===== src/hdl/qemp_pkg.sv =====
// ----------------------------------------------------------------------------
// qemp_pkg - shared types and constants
// Register indexes, profile codes and sequencer states of the motion profile.
// ----------------------------------------------------------------------------
`default_nettype none

package qemp_pkg;

  localparam int unsigned CfgAddrW = 3;
  localparam int unsigned CfgDataW = 32;
  localparam int unsigned PosW     = 32;
  localparam int unsigned MsW      = 16;
  localparam int unsigned RateW    = 63;   // coefficient magnitude, Q31.32
  localparam int unsigned DvdW     = 64;
  localparam int unsigned KW       = 32;

  localparam logic [CfgAddrW-1:0] REG_TARGET_X  = 3'd0;
  localparam logic [CfgAddrW-1:0] REG_TARGET_Y  = 3'd1;
  localparam logic [CfgAddrW-1:0] REG_MOVE_X_EN = 3'd2;
  localparam logic [CfgAddrW-1:0] REG_MOVE_Y_EN = 3'd3;
  localparam logic [CfgAddrW-1:0] REG_DURATION  = 3'd4;
  localparam logic [CfgAddrW-1:0] REG_PROFILE_X = 3'd5;
  localparam logic [CfgAddrW-1:0] REG_PROFILE_Y = 3'd6;

  typedef enum logic [1:0] {
    PROF_LINEAR = 2'd0,
    PROF_ACCEL  = 2'd1,
    PROF_EASE   = 2'd2,
    PROF_DECEL  = 2'd3
  } profile_t;

  typedef enum logic [5:0] {
    ST_IDLE  = 6'b000001,
    ST_DPREP = 6'b000010,
    ST_DIV   = 6'b000100,
    ST_MPREP = 6'b001000,
    ST_MUL   = 6'b010000,
    ST_DONE  = 6'b100000
  } state_t;

endpackage

`default_nettype wire


===== src/hdl/quadratic_ease_motion_profile.sv =====
// ----------------------------------------------------------------------------
// quadratic_ease_motion_profile - two-axis ease in / ease out position generator
// Start items set up per-axis coefficients with a bit-serial divider; tick
// items evaluate the curve with a bit-serial shift-add multiplier.
// ----------------------------------------------------------------------------
//  channel  | dir | ports                         | contents
//  ---------+-----+-------------------------------+------------------------------
//  in_      | in  | tvalid tready tdata tuser     | tuser start_req, tdata elapsed_ms
//  out_     | out | tvalid tready tdata           | position_x, position_y, moving
//  cfg_     | in  | we addr wdata                 | register write, no read-back
//
//  Start item: two 64-step restoring divisions in one divider, one per axis.
//  Tick item: two shift-add multiplies while moving; none when idle, at the
//  finish time or for a zero-duration start.
//  One item at a time; in_tready is high only in the idle state. The result
//  waits in the output register and the next item is taken meanwhile.
//  Reset (rst_n low, synchronous) clears config, motion state, out_tvalid; goes idle.
// ----------------------------------------------------------------------------
`default_nettype none

module quadratic_ease_motion_profile
  import qemp_pkg::*;
(
  input  wire logic                clk,
  input  wire logic                rst_n,
  input  wire logic                in_tvalid,
  output logic                     in_tready,
  input  wire logic [15:0]         in_tdata,   // [15:0] elapsed_ms
  input  wire logic [0:0]          in_tuser,   // [0] start_req
  output logic                     out_tvalid,
  input  wire logic                out_tready,
  output logic [71:0]              out_tdata,  // [31:0] position_x, [63:32] position_y,
                                               // [64] moving, [71:65] zero
  input  wire logic                cfg_we,
  input  wire logic [CfgAddrW-1:0] cfg_addr,
  input  wire logic [CfgDataW-1:0] cfg_wdata
);

  // configuration
  logic [PosW-1:0] target_r [2];
  logic [1:0]      move_en_r;
  logic [MsW-1:0]  duration_r;
  logic [1:0]      profile_r [2];

  // motion state
  logic [PosW-1:0]  pos_r    [2];
  logic [PosW-1:0]  origin_r [2];
  logic [PosW-1:0]  goal_r   [2];
  logic [RateW-1:0] rmag_r   [2];
  logic [1:0]       rneg_r;
  logic [MsW-1:0]   switch_r [2];
  logic [1:0]       mode_r   [2];
  logic [MsW-1:0]   finish_r;
  logic [MsW-1:0]   clock_r;
  logic             active_r;

  // sequencer and shared units
  state_t          state_r;
  logic            axis_r;
  logic [5:0]      cnt_r;
  logic [31:0]     div_r;
  logic [31:0]     rem_r;
  logic [DvdW-1:0] dvd_r;
  logic [DvdW-1:0] quo_r;
  logic            dneg_r;
  logic [KW-1:0]   k_r;
  logic [94:0]     acc_r;
  logic            minus_r;
  logic [PosW-1:0] base_r;
  logic [71:0]     out_data_r;
  logic            out_valid_r;

  logic            accept;
  logic [16:0]     csum;
  logic [MsW-1:0]  cnew;
  logic [MsW-1:0]  mul_a, mul_b;
  logic [31:0]     mul_p;
  logic [MsW:0]    half_p1;
  logic [32:0]     diff;
  logic [31:0]     dmag;
  logic [32:0]     trial;
  logic            ge;
  logic [MsW-1:0]  tleft;
  logic [94:0]     acc_nxt;
  logic [31:0]     off;

  assign in_tready  = (state_r == ST_IDLE);
  assign accept     = in_tvalid && in_tready;
  assign out_tvalid = out_valid_r;
  assign out_tdata  = out_data_r;

  assign csum = {1'b0, clock_r} + {1'b0, in_tdata};
  assign cnew = csum[16] ? {MsW{1'b1}} : csum[MsW-1:0];

  assign half_p1 = ({1'b0, finish_r} + 17'd1) >> 1;
  assign tleft   = finish_r - clock_r;

  // shared 16x16 multiplier: divisor at set-up, time term at a tick
  always_comb begin
    mul_a = finish_r;
    mul_b = finish_r;
    if (state_r == ST_DPREP) begin
      if (profile_t'(mode_r[axis_r]) == PROF_EASE) begin
        mul_a = half_p1[MsW-1:0];
        mul_b = half_p1[MsW-1:0];
      end
    end else begin
      if (clock_r < switch_r[axis_r]) begin
        mul_a = clock_r;
        mul_b = clock_r;
      end else begin
        mul_a = tleft;
        mul_b = tleft;
      end
    end
  end
  assign mul_p = mul_a * mul_b;

  assign diff = {goal_r[axis_r][PosW-1], goal_r[axis_r]}
              - {origin_r[axis_r][PosW-1], origin_r[axis_r]};
  assign dmag = diff[32] ? 32'(-diff) : diff[31:0];

  assign trial = {rem_r, dvd_r[DvdW-1]};
  assign ge    = trial >= {1'b0, div_r};

  assign acc_nxt = {acc_r[93:0], 1'b0} + (k_r[KW-1] ? {32'd0, rmag_r[axis_r]} : 95'd0);
  assign off     = acc_r[63:32];

  always_ff @(posedge clk) begin
    if (!rst_n) begin
      target_r[0] <= '0; target_r[1] <= '0;
      move_en_r <= '0; duration_r <= '0;
      profile_r[0] <= '0; profile_r[1] <= '0;
      pos_r[0] <= '0; pos_r[1] <= '0;
      origin_r[0] <= '0; origin_r[1] <= '0;
      goal_r[0] <= '0; goal_r[1] <= '0;
      rmag_r[0] <= '0; rmag_r[1] <= '0; rneg_r <= '0;
      switch_r[0] <= '0; switch_r[1] <= '0;
      mode_r[0] <= '0; mode_r[1] <= '0;
      finish_r <= '0; clock_r <= '0; active_r <= 1'b0;
      state_r <= ST_IDLE; axis_r <= 1'b0; cnt_r <= '0;
      out_valid_r <= 1'b0;
    end else begin
      if (cfg_we) begin
        unique case (cfg_addr)
          REG_TARGET_X:  target_r[0] <= cfg_wdata;
          REG_TARGET_Y:  target_r[1] <= cfg_wdata;
          REG_MOVE_X_EN: move_en_r[0] <= cfg_wdata[0];
          REG_MOVE_Y_EN: move_en_r[1] <= cfg_wdata[0];
          REG_DURATION:  duration_r <= cfg_wdata[MsW-1:0];
          REG_PROFILE_X: profile_r[0] <= cfg_wdata[1:0];
          REG_PROFILE_Y: profile_r[1] <= cfg_wdata[1:0];
          default: ;
        endcase
      end

      if (state_r == ST_DONE && (!out_valid_r || out_tready)) begin
        out_valid_r <= 1'b1;
      end else if (out_valid_r && out_tready) begin
        out_valid_r <= 1'b0;
      end

      unique case (state_r)
        ST_IDLE: begin
          if (accept) begin
            axis_r <= 1'b0;
            if (in_tuser[0]) begin
              if (duration_r == '0) begin
                if (move_en_r[0]) pos_r[0] <= target_r[0];
                if (move_en_r[1]) pos_r[1] <= target_r[1];
                active_r <= 1'b0;
                state_r  <= ST_DONE;
              end else begin
                origin_r[0] <= pos_r[0];
                origin_r[1] <= pos_r[1];
                goal_r[0] <= move_en_r[0] ? target_r[0] : pos_r[0];
                goal_r[1] <= move_en_r[1] ? target_r[1] : pos_r[1];
                finish_r <= duration_r;
                clock_r  <= '0;
                mode_r[0] <= profile_r[0];
                mode_r[1] <= profile_r[1];
                active_r <= 1'b1;
                state_r  <= ST_DPREP;
              end
            end else if (active_r) begin
              clock_r <= cnew;
              if (cnew >= finish_r) begin
                pos_r[0] <= goal_r[0];
                pos_r[1] <= goal_r[1];
                active_r <= 1'b0;
                state_r  <= ST_DONE;
              end else begin
                state_r <= ST_MPREP;
              end
            end else begin
              state_r <= ST_DONE;
            end
          end
        end

        ST_DPREP: begin
          unique case (profile_t'(mode_r[axis_r]))
            PROF_LINEAR: begin
              div_r <= {16'd0, finish_r};
              switch_r[axis_r] <= finish_r;
            end
            PROF_ACCEL: begin
              div_r <= mul_p;
              switch_r[axis_r] <= finish_r;
            end
            PROF_EASE: begin
              div_r <= {mul_p[30:0], 1'b0};
              switch_r[axis_r] <= half_p1[MsW-1:0];
            end
            default: begin
              div_r <= mul_p;
              switch_r[axis_r] <= '0;
            end
          endcase
          dneg_r  <= diff[32];
          dvd_r   <= {dmag, 32'd0};
          rem_r   <= '0;
          quo_r   <= '0;
          cnt_r   <= '0;
          state_r <= ST_DIV;
        end

        ST_DIV: begin
          // one quotient bit a cycle, restoring
          rem_r <= ge ? 32'(trial - {1'b0, div_r}) : trial[31:0];
          quo_r <= {quo_r[DvdW-2:0], ge};
          dvd_r <= {dvd_r[DvdW-2:0], 1'b0};
          cnt_r <= cnt_r + 6'd1;
          if (cnt_r == 6'd63) begin
            rmag_r[axis_r] <= quo_r[DvdW-2] ? {RateW{1'b1}} : {quo_r[DvdW-3:0], ge};
            rneg_r[axis_r] <= dneg_r;
            if (axis_r) begin
              state_r <= ST_DONE;
            end else begin
              axis_r  <= 1'b1;
              state_r <= ST_DPREP;
            end
          end
        end

        ST_MPREP: begin
          if (profile_t'(mode_r[axis_r]) == PROF_LINEAR) begin
            k_r     <= {16'd0, clock_r};
            base_r  <= origin_r[axis_r];
            minus_r <= rneg_r[axis_r];
          end else if (clock_r < switch_r[axis_r]) begin
            k_r     <= mul_p;
            base_r  <= origin_r[axis_r];
            minus_r <= rneg_r[axis_r];
          end else begin
            k_r     <= mul_p;
            base_r  <= goal_r[axis_r];
            minus_r <= !rneg_r[axis_r];
          end
          acc_r   <= '0;
          cnt_r   <= '0;
          state_r <= ST_MUL;
        end

        ST_MUL: begin
          // shift-add, most significant multiplier bit first
          k_r   <= {k_r[KW-2:0], 1'b0};
          cnt_r <= cnt_r + 6'd1;
          if (cnt_r == 6'd32) begin
            pos_r[axis_r] <= minus_r ? base_r - off : base_r + off;
            if (axis_r) begin
              state_r <= ST_DONE;
            end else begin
              axis_r  <= 1'b1;
              state_r <= ST_MPREP;
            end
          end else begin
            acc_r <= acc_nxt;
          end
        end

        ST_DONE: begin
          if (!out_valid_r || out_tready) begin
            state_r <= ST_IDLE;
          end
        end

        default: state_r <= ST_IDLE;
      endcase
    end
  end

  always_ff @(posedge clk) begin
    if (state_r == ST_DONE && (!out_valid_r || out_tready)) begin
      out_data_r <= {7'd0, active_r, pos_r[1], pos_r[0]};
    end
  end

endmodule

`default_nettype wire

===== config.mk =====
export PLATFORM = sky130hd
export DESIGN_NAME = quadratic_ease_motion_profile
export DESIGN_NICKNAME = d
export VERILOG_FILES = /design/src/hdl/qemp_pkg.sv /design/src/hdl/quadratic_ease_motion_profile.sv
export SDC_FILE = /design/constraint.sdc
export NUM_CORES = 2
export LEC_CHECK = 0
export BUFFER_PORTS_ARGS = -buffer_cell sky130_fd_sc_hd__buf_2
export CAP_MARGIN = 20
export CORE_MARGIN = 2
export CORE_UTILIZATION = 69
export CTS_CLUSTER_DIAMETER = 100
export DETAILED_ROUTE_END_ITERATION = 10
export PLACE_DENSITY = 0.83
export SETUP_SLACK_MARGIN = 0.02
export SYNTH_ARGS = -nofsm -noshare
export SYNTH_HDL_FRONTEND = slang
export SYNTH_SLANG_ARGS = --single-unit

===== constraint.sdc =====
create_clock -name clk -period 21.7 [get_ports clk]
set_input_delay 2.17 -clock clk [delete_from_list [all_inputs] [get_ports clk]]
set_output_delay 2.17 -clock clk [all_outputs]
set_load 0.02 [all_outputs]

Word level (Yosys, flattened, before mapping)
Memory sizes are Yosys's and may differ from the RTL's. A register that Yosys moved wholly into a read port is not among the register bits.
Cells that the tools add are included.
{"block": "classes", "eq_ne": 22, "n_mux": 156, "order_cmp": 5, "bitwise": 18, "add_sub_neg": 10, "n_mul": 1, "n_reduce_logical": 36}
{"op": "32-bit 2-to-1 mux", "count": 19}
{"op": "64-bit case mux with 2 select lines", "count": 2}
{"op": "32-bit case mux with 2 select lines", "count": 3}
{"op": "63-bit 2-to-1 mux", "count": 3}
{"op": "16-bit 2-to-1 mux", "count": 11}
{"op": "63-bit case mux with 2 select lines", "count": 1}
{"op": "1-bit 2-to-1 mux", "count": 97}
{"op": "64-bit by 63-bit adder with 64-bit output", "count": 1}
{"op": "64-bit 2-to-1 mux", "count": 1}
{"op": "32-bit subtractor", "count": 2}
{"op": "63-bit OR reduction", "count": 1}
{"op": "6-bit 2-to-1 mux", "count": 10}
{"op": "6-bit case mux with 6 select lines", "count": 1}
{"op": "33-bit by 32-bit greater-or-equal comparator with 1-bit output", "count": 1}
{"op": "32-bit by 32-bit subtractor with 33-bit output", "count": 1}
{"op": "32-bit adder", "count": 1}
{"op": "16-bit by 16-bit multiplier with 32-bit output", "count": 1}
{"op": "32-bit negator", "count": 1}
{"op": "32-bit OR reduction", "count": 1}
{"op": "6-bit equality test, second input constant", "count": 3}
{"op": "2-bit AND reduction", "count": 9}
{"op": "16-bit by 1-bit adder with 17-bit output, second input constant", "count": 1}
{"op": "16-bit by 16-bit adder with 17-bit output", "count": 1}
{"op": "1-bit OR", "count": 17}
{"op": "37 further kinds", "count": 59}
{"block": "word_totals", "elab_cells": 277, "regBits": 453, "ram_bits": 422, "mem_count": 8, "in_bits": 57, "output_inout_bits": 74}
{"memory": "rmag_r", "words": 2, "width": 63, "rd": 1, "rd_ports_with_merged_regs": 1, "write_ports": 2, "line": "quadratic_ease_motion_profile.sv:49", "text": "logic [RateW-1:0] rmag_r [2];"}
{"memory": "goal_r", "words": 2, "width": 32, "rd": 3, "rd_ports_with_merged_regs": 1, "write_ports": 2, "line": "quadratic_ease_motion_profile.sv:48", "text": "logic [PosW-1:0] goal_r [2];"}
{"memory": "origin_r", "words": 2, "width": 32, "rd": 1, "rd_ports_with_merged_regs": 1, "write_ports": 2, "line": "quadratic_ease_motion_profile.sv:47", "text": "logic [PosW-1:0] origin_r [2];"}
{"memory": "pos_r", "words": 2, "width": 32, "rd": 2, "rd_ports_with_merged_regs": 0, "write_ports": 2, "line": "quadratic_ease_motion_profile.sv:46", "text": "logic [PosW-1:0] pos_r [2];"}
{"memory": "target_r", "words": 2, "width": 32, "rd": 2, "rd_ports_with_merged_regs": 0, "write_ports": 2, "line": "quadratic_ease_motion_profile.sv:40", "text": "logic [PosW-1:0] target_r [2];"}
{"memory": "switch_r", "words": 2, "width": 16, "rd": 1, "rd_ports_with_merged_regs": 1, "write_ports": 2, "line": "quadratic_ease_motion_profile.sv:51", "text": "logic [MsW-1:0] switch_r [2];"}
{"memory": "+2 memories"}

Longest topological paths before layout
{"block": "logic_depth", "word_depth": 12, "ltp_mapped": 42, "ltp_nobuf": 38}

Worst setup path after synthesis
OpenSTA, ideal clock, no wires.
{"block": "synth_timing", "path_kind": "reg2reg", "from": "register (tool-made name)", "to": "register div_r[30] (data pin)", "path_stages_with_launch": 38, "period_less_slack_ps": 10460, "n_path_buf": 5, "arrival_ps": 10189, "path_slack_ps": 11240, "setup_ps": 271, "t_required_ps": 21429, "cell_sequence": "dfxtp_1 > clkbuf_1 > clkbuf_1 > buf_1 > mux2i_1 > ha_1 > and3_1 > a22oi_1 > or4b_2 > a211o_1 > clkbuf_1 > clkbuf_1 > nor2_1 > a21oi_1 > a21oi_1 > clkinv_1 > nand2_1 > fa_1 > [2 not listed] > fa_1 > fa_1 > fa_1 > inv_1 > fa_1 > inv_1 > ha_1 > a21o_1 > a21o_1 > a21oi_1 > o21ai_0 > a21oi_1 > nor3_1 > or4_1 > a31oi_1 > o21bai_1 > xnor2_1 > o22ai_1"}
{"element": "end signal, assigned", "line": "quadratic_ease_motion_profile.sv:204", "text": "div_r <= {16'd0, finish_r};"}
{"element": "end signal, assigned", "line": "quadratic_ease_motion_profile.sv:208", "text": "div_r <= mul_p;"}
{"element": "end signal, assigned", "line": "quadratic_ease_motion_profile.sv:212", "text": "div_r <= {mul_p[30:0], 1'b0};"}
{"element": "end, declared", "line": "quadratic_ease_motion_profile.sv:61", "text": "logic [31:0] div_r;"}

==> results list <==
- Number of antenna violations at the first check in global routing: 8
* Number of cell instances on the worst register-to-register path: 31
- Along the worst hold path, the cell count comes to 0.
- Fraction of synthesis flops using an asynchronous set or reset pin: 0%
* TritonCTS clock tree: built
- Dividing the synthesized area by the synthesized cell count gives 10.2 um2.
- Number of distinct standard cells referenced by the synthesized netlist: 89
* Leftover overflow at the end of global routing: 0
- Via count of the first global-routing pass: 41000
* Cell Area, Placed: 56100 um2
* Detailed placement HPWL: 100000 um
- Setup TNS after final layout: 0 ps
- In this design, the stage delay of the slowest critical-path cell is 650 ps.
* Worst-case clock buffer depth: 3
* Critical-path maximum fanout: 33
- Residual DRC: 0
- Synthesized-area fraction occupied by xor and xnor cells: 4.11%
* Routed wire per std cell: 22.1 um
- Synthesis inferred 844 register bits.
- Across all register-to-register paths, the minimum setup slack is 11230 ps.
- Crit start category: flop
- Sink of the worst hold path: out_tdata[51]
* Pin count of the biggest net entering global routing: 89
* Most frequent cells in the layout: edfxtp_1 (776), nor2_1 (708), inv_1 (443), nand2_1 (371), a21oi_1 (356)
- The flow ran to the end, and the final reports show no timing, DRC or antenna violations.
* Worst vdd rail ir drop: 57.7 uV
* Unrepaired setup endpoints after global routing: no
- Root buffer cell: clkbuf_16
- In this run the static leakage power is 24.1 nW.
- Between clock sinks in the finished design, the worst skew comes to 62.4 ps.
* Finish-stage setup viols: 0
- During synthesis, Yosys emitted a total of 0 warnings.
* Setup Fix Bufs, Post-CTS: 0
* Most prevalent standard cell on the critical path: fa_1
- Data arrives at the worst endpoint at 10810 ps.
- Once the floorplan was initialized, standard cells occupied 69.5% of the core.
* Share of final-layout standard cells stronger than drive strength 1: 7.05%
* Shortest clock period the worst path allows after layout: 10470 ps
- Final number of hold-violating endpoints: 0
- With fillers left out, the area of the finished cells amounts to 59200 um2.
- In this run, post-CTS repair resized a total of 0 instances.
- Data on the critical path is required at its endpoint by 22040 ps.
- The die covers 81400 um2.
- Total wire length after detailed routing: 144000 um
- The clock drives 844 sinks.
* Post-Synth Adder-Cell Area: 13.6%
- Num ports: 131
- In the global route stage, overall resource usage came out at 35.2%.
- Slowest cell on the critical path: a211o_1
- The first global-routing pass estimated 224000 um of wire.
* Fraction of the mapped netlist area in compound gates: 12.5%
- Relative area change from synthesis to final layout: 8.45%
- Of the post-synthesis cell area, the part taken by muxes is 4.89%.
- Port Buffer Count: 123
- Critical path type: flop to flop
* DIE WIDTH: 285 um
- The core region is 78600 um2.
- Max_slew headroom: 16.7%
* Instance count of the mapped netlist: 5364
* Iteration count of the initial detailed-routing pass: 9
- Peak clock frequency supported by timing: 95.5 MHz
- Dominant combinational cell family by area after synthesis: simple AND/OR/NAND/NOR gates
- # H-tree levels: 3
- After layout, the worst setup slack is 11230 ps.
- Detail-routed via count per cell: 6.39
* Standard-cell row count: 103
- The worst path uses 48.2% of the clock period.
* Final net count: 5935
- Min-Delay Path Class: flop to flop
* Transition time at the pin with the least slew margin: 1250 ps
- The number of pins with negative max-slew slack in the final report is 0.
* Number of flops mapped to enable cells by yosys: 776
- Number of buffers inserted for hold repair after clock tree synthesis: 0
* RD Place Congestion: 0.989
- Timing analysis after detailed placement gives a worst setup slack of 11360 ps.
- The floorplan step set the die height to 285 um.
- Simple logic cell fraction of the synthesized area: 14.8%
- Worst Min Path Start: pos_r[1][19]
* Iteration-0 DRC count of the detailed router: 4475
- Once detail routing completed, the nets flagged for antenna violations numbered 0.
- Via count: 41600
- STA classifies the critical path endpoint as a flop.
* Share of the yosys chip area belonging to registers: 45.2%
- Maximum capacitance violations: 0
- Leaving out fill and tap cells, the most frequent cell in the layout is edfxtp_1.
- The number of clock buffers added by TritonCTS is 87.
* Clock latency of the later-clocked register in the worst-skew pair: 690 ps
- The endpoint identified for the worst register-to-register timing path is div_r[31].
* Flip-flop cell with the highest count after synthesis: edfxtp_1
- In this run the power density over the cells is 65.4 nW/um2.
- Synth Cell Area: 54600 um2
- Clk slew on worst S/H paths: 60 ps
[where the power goes]
group | total (mW) | switching, mW | internal (mW) | leakage (nW)
Clock | 1.56 | 0.672 | 0.892 | 1.45
Combinational | 0.442 | 0.285 | 0.157 | 14.7
Sequential | 1.87 | 0.0305 | 1.84 | 7.94
[layer usage]
| layer | vias up | routed length [um] | global-route usage [%] |
|---|---|---|---|
| met2 | 2067 | 67700 | 57.0 |
| li1 | 19100 | - | - |
| met1 | 20000 | 55600 | 45.7 |
| met5 | - | 21 | 0 |
| met4 | 4 | 8150 | 18.5 |
| met3 | 477 | 12800 | 5.96 |
[how the worst max path moves through the flow]
stage                     slack (ps)   endpoint  cells after the start
after global routing           10710    k_r[30]                     37
after floorplan                11240  div_r[30]                     37
final                          11230  div_r[31]                     31
after detailed placement       11360    k_r[30]                     36
after CTS                      11310    k_r[30]                     31
after global placement         11590  div_r[30]                     31
[sequential cells by signal, summed over array words and instances (netlist names), 2 cells and up, named ones only]
register    cells
rmag_r        126
out_tdata      65
acc_r          64
goal_r         64
origin_r       64
pos_r          64
target_r       64
quo_r          63
base_r         32
div_r          32
dvd_r          32
k_r            32
rem_r          32
switch_r       32
clock_r        16
duration_r     16
finish_r       16
cnt_r           6
state_r         6
mode_r          4
profile_r       4
move_en_r       2
rneg_r          2
[cells by family (layout without fill, tap and decap cells)]
group                      after synthesis  in the layout
adders and majority gates              492            492
other                                    1             11
muxes                                  266            266
AOI/OAI and AO/OA                     1063           1063
and+or+nand+nor                       1738           1738
buffers and inverters                  704            793
xor gates and xnor gates               256            256
DFF                                    844            844
[cell type report]
cell class / count / area [um2]
antenna: 4 / 10.0
inverter: 447 / 1680
multi-input combinational: 3822 / 27400
fill: 5375 / 19400
clock inverter: 53 / 669
clock buffer: 109 / 2320
sequential: 844 / 24700
tap: 1050 / 1310
timing repair buffer: 184 / 1130
[cell usage after synthesis, drive strengths merged (68+ instances only)]
cell type / count / area (um2)
nor3: 75 / 375
edfxtp: 776 / 23300
dfxtp: 68 / 1360
fa: 170 / 3400
nor2: 712 / 2670
clkbuf: 232 / 871
nor2b: 94 / 588
o21ai: 211 / 1060
mux2i: 258 / 2580
and3: 130 / 813
nand2: 375 / 1410
and2: 94 / 588
xnor2: 166 / 1450
ha: 322 / 4030
xor2: 90 / 788
a21o: 95 / 714
a21oi: 358 / 1790
inv: 444 / 1670
nand3: 69 / 350
[worst max-delay path: cells and delay by family (launching register included)]
kind            cells  cell delay (ps)
compound gates     11             2530
xor+xnor            1              240
fa+ha+maj           8             3840
buf+inv             2              120
flops               1              610
mux                 2              600
simple gates        7             2180
[metrics by stage]
stage	util (%)	hold WS, ps	total power [mW]	std cells
2_1_floorplan	-	440	2.21	5370
3_3_place_gp	71.4	455	2.31	6340
3_5_place_dp	71.4	456	2.33	6343
4_1_cts	75.2	467	3.87	6505
5_1_grt	75.3	487	3.98	6510
6_report	75.3	470	3.87	6513
Power figures use the tool's default switching activity.
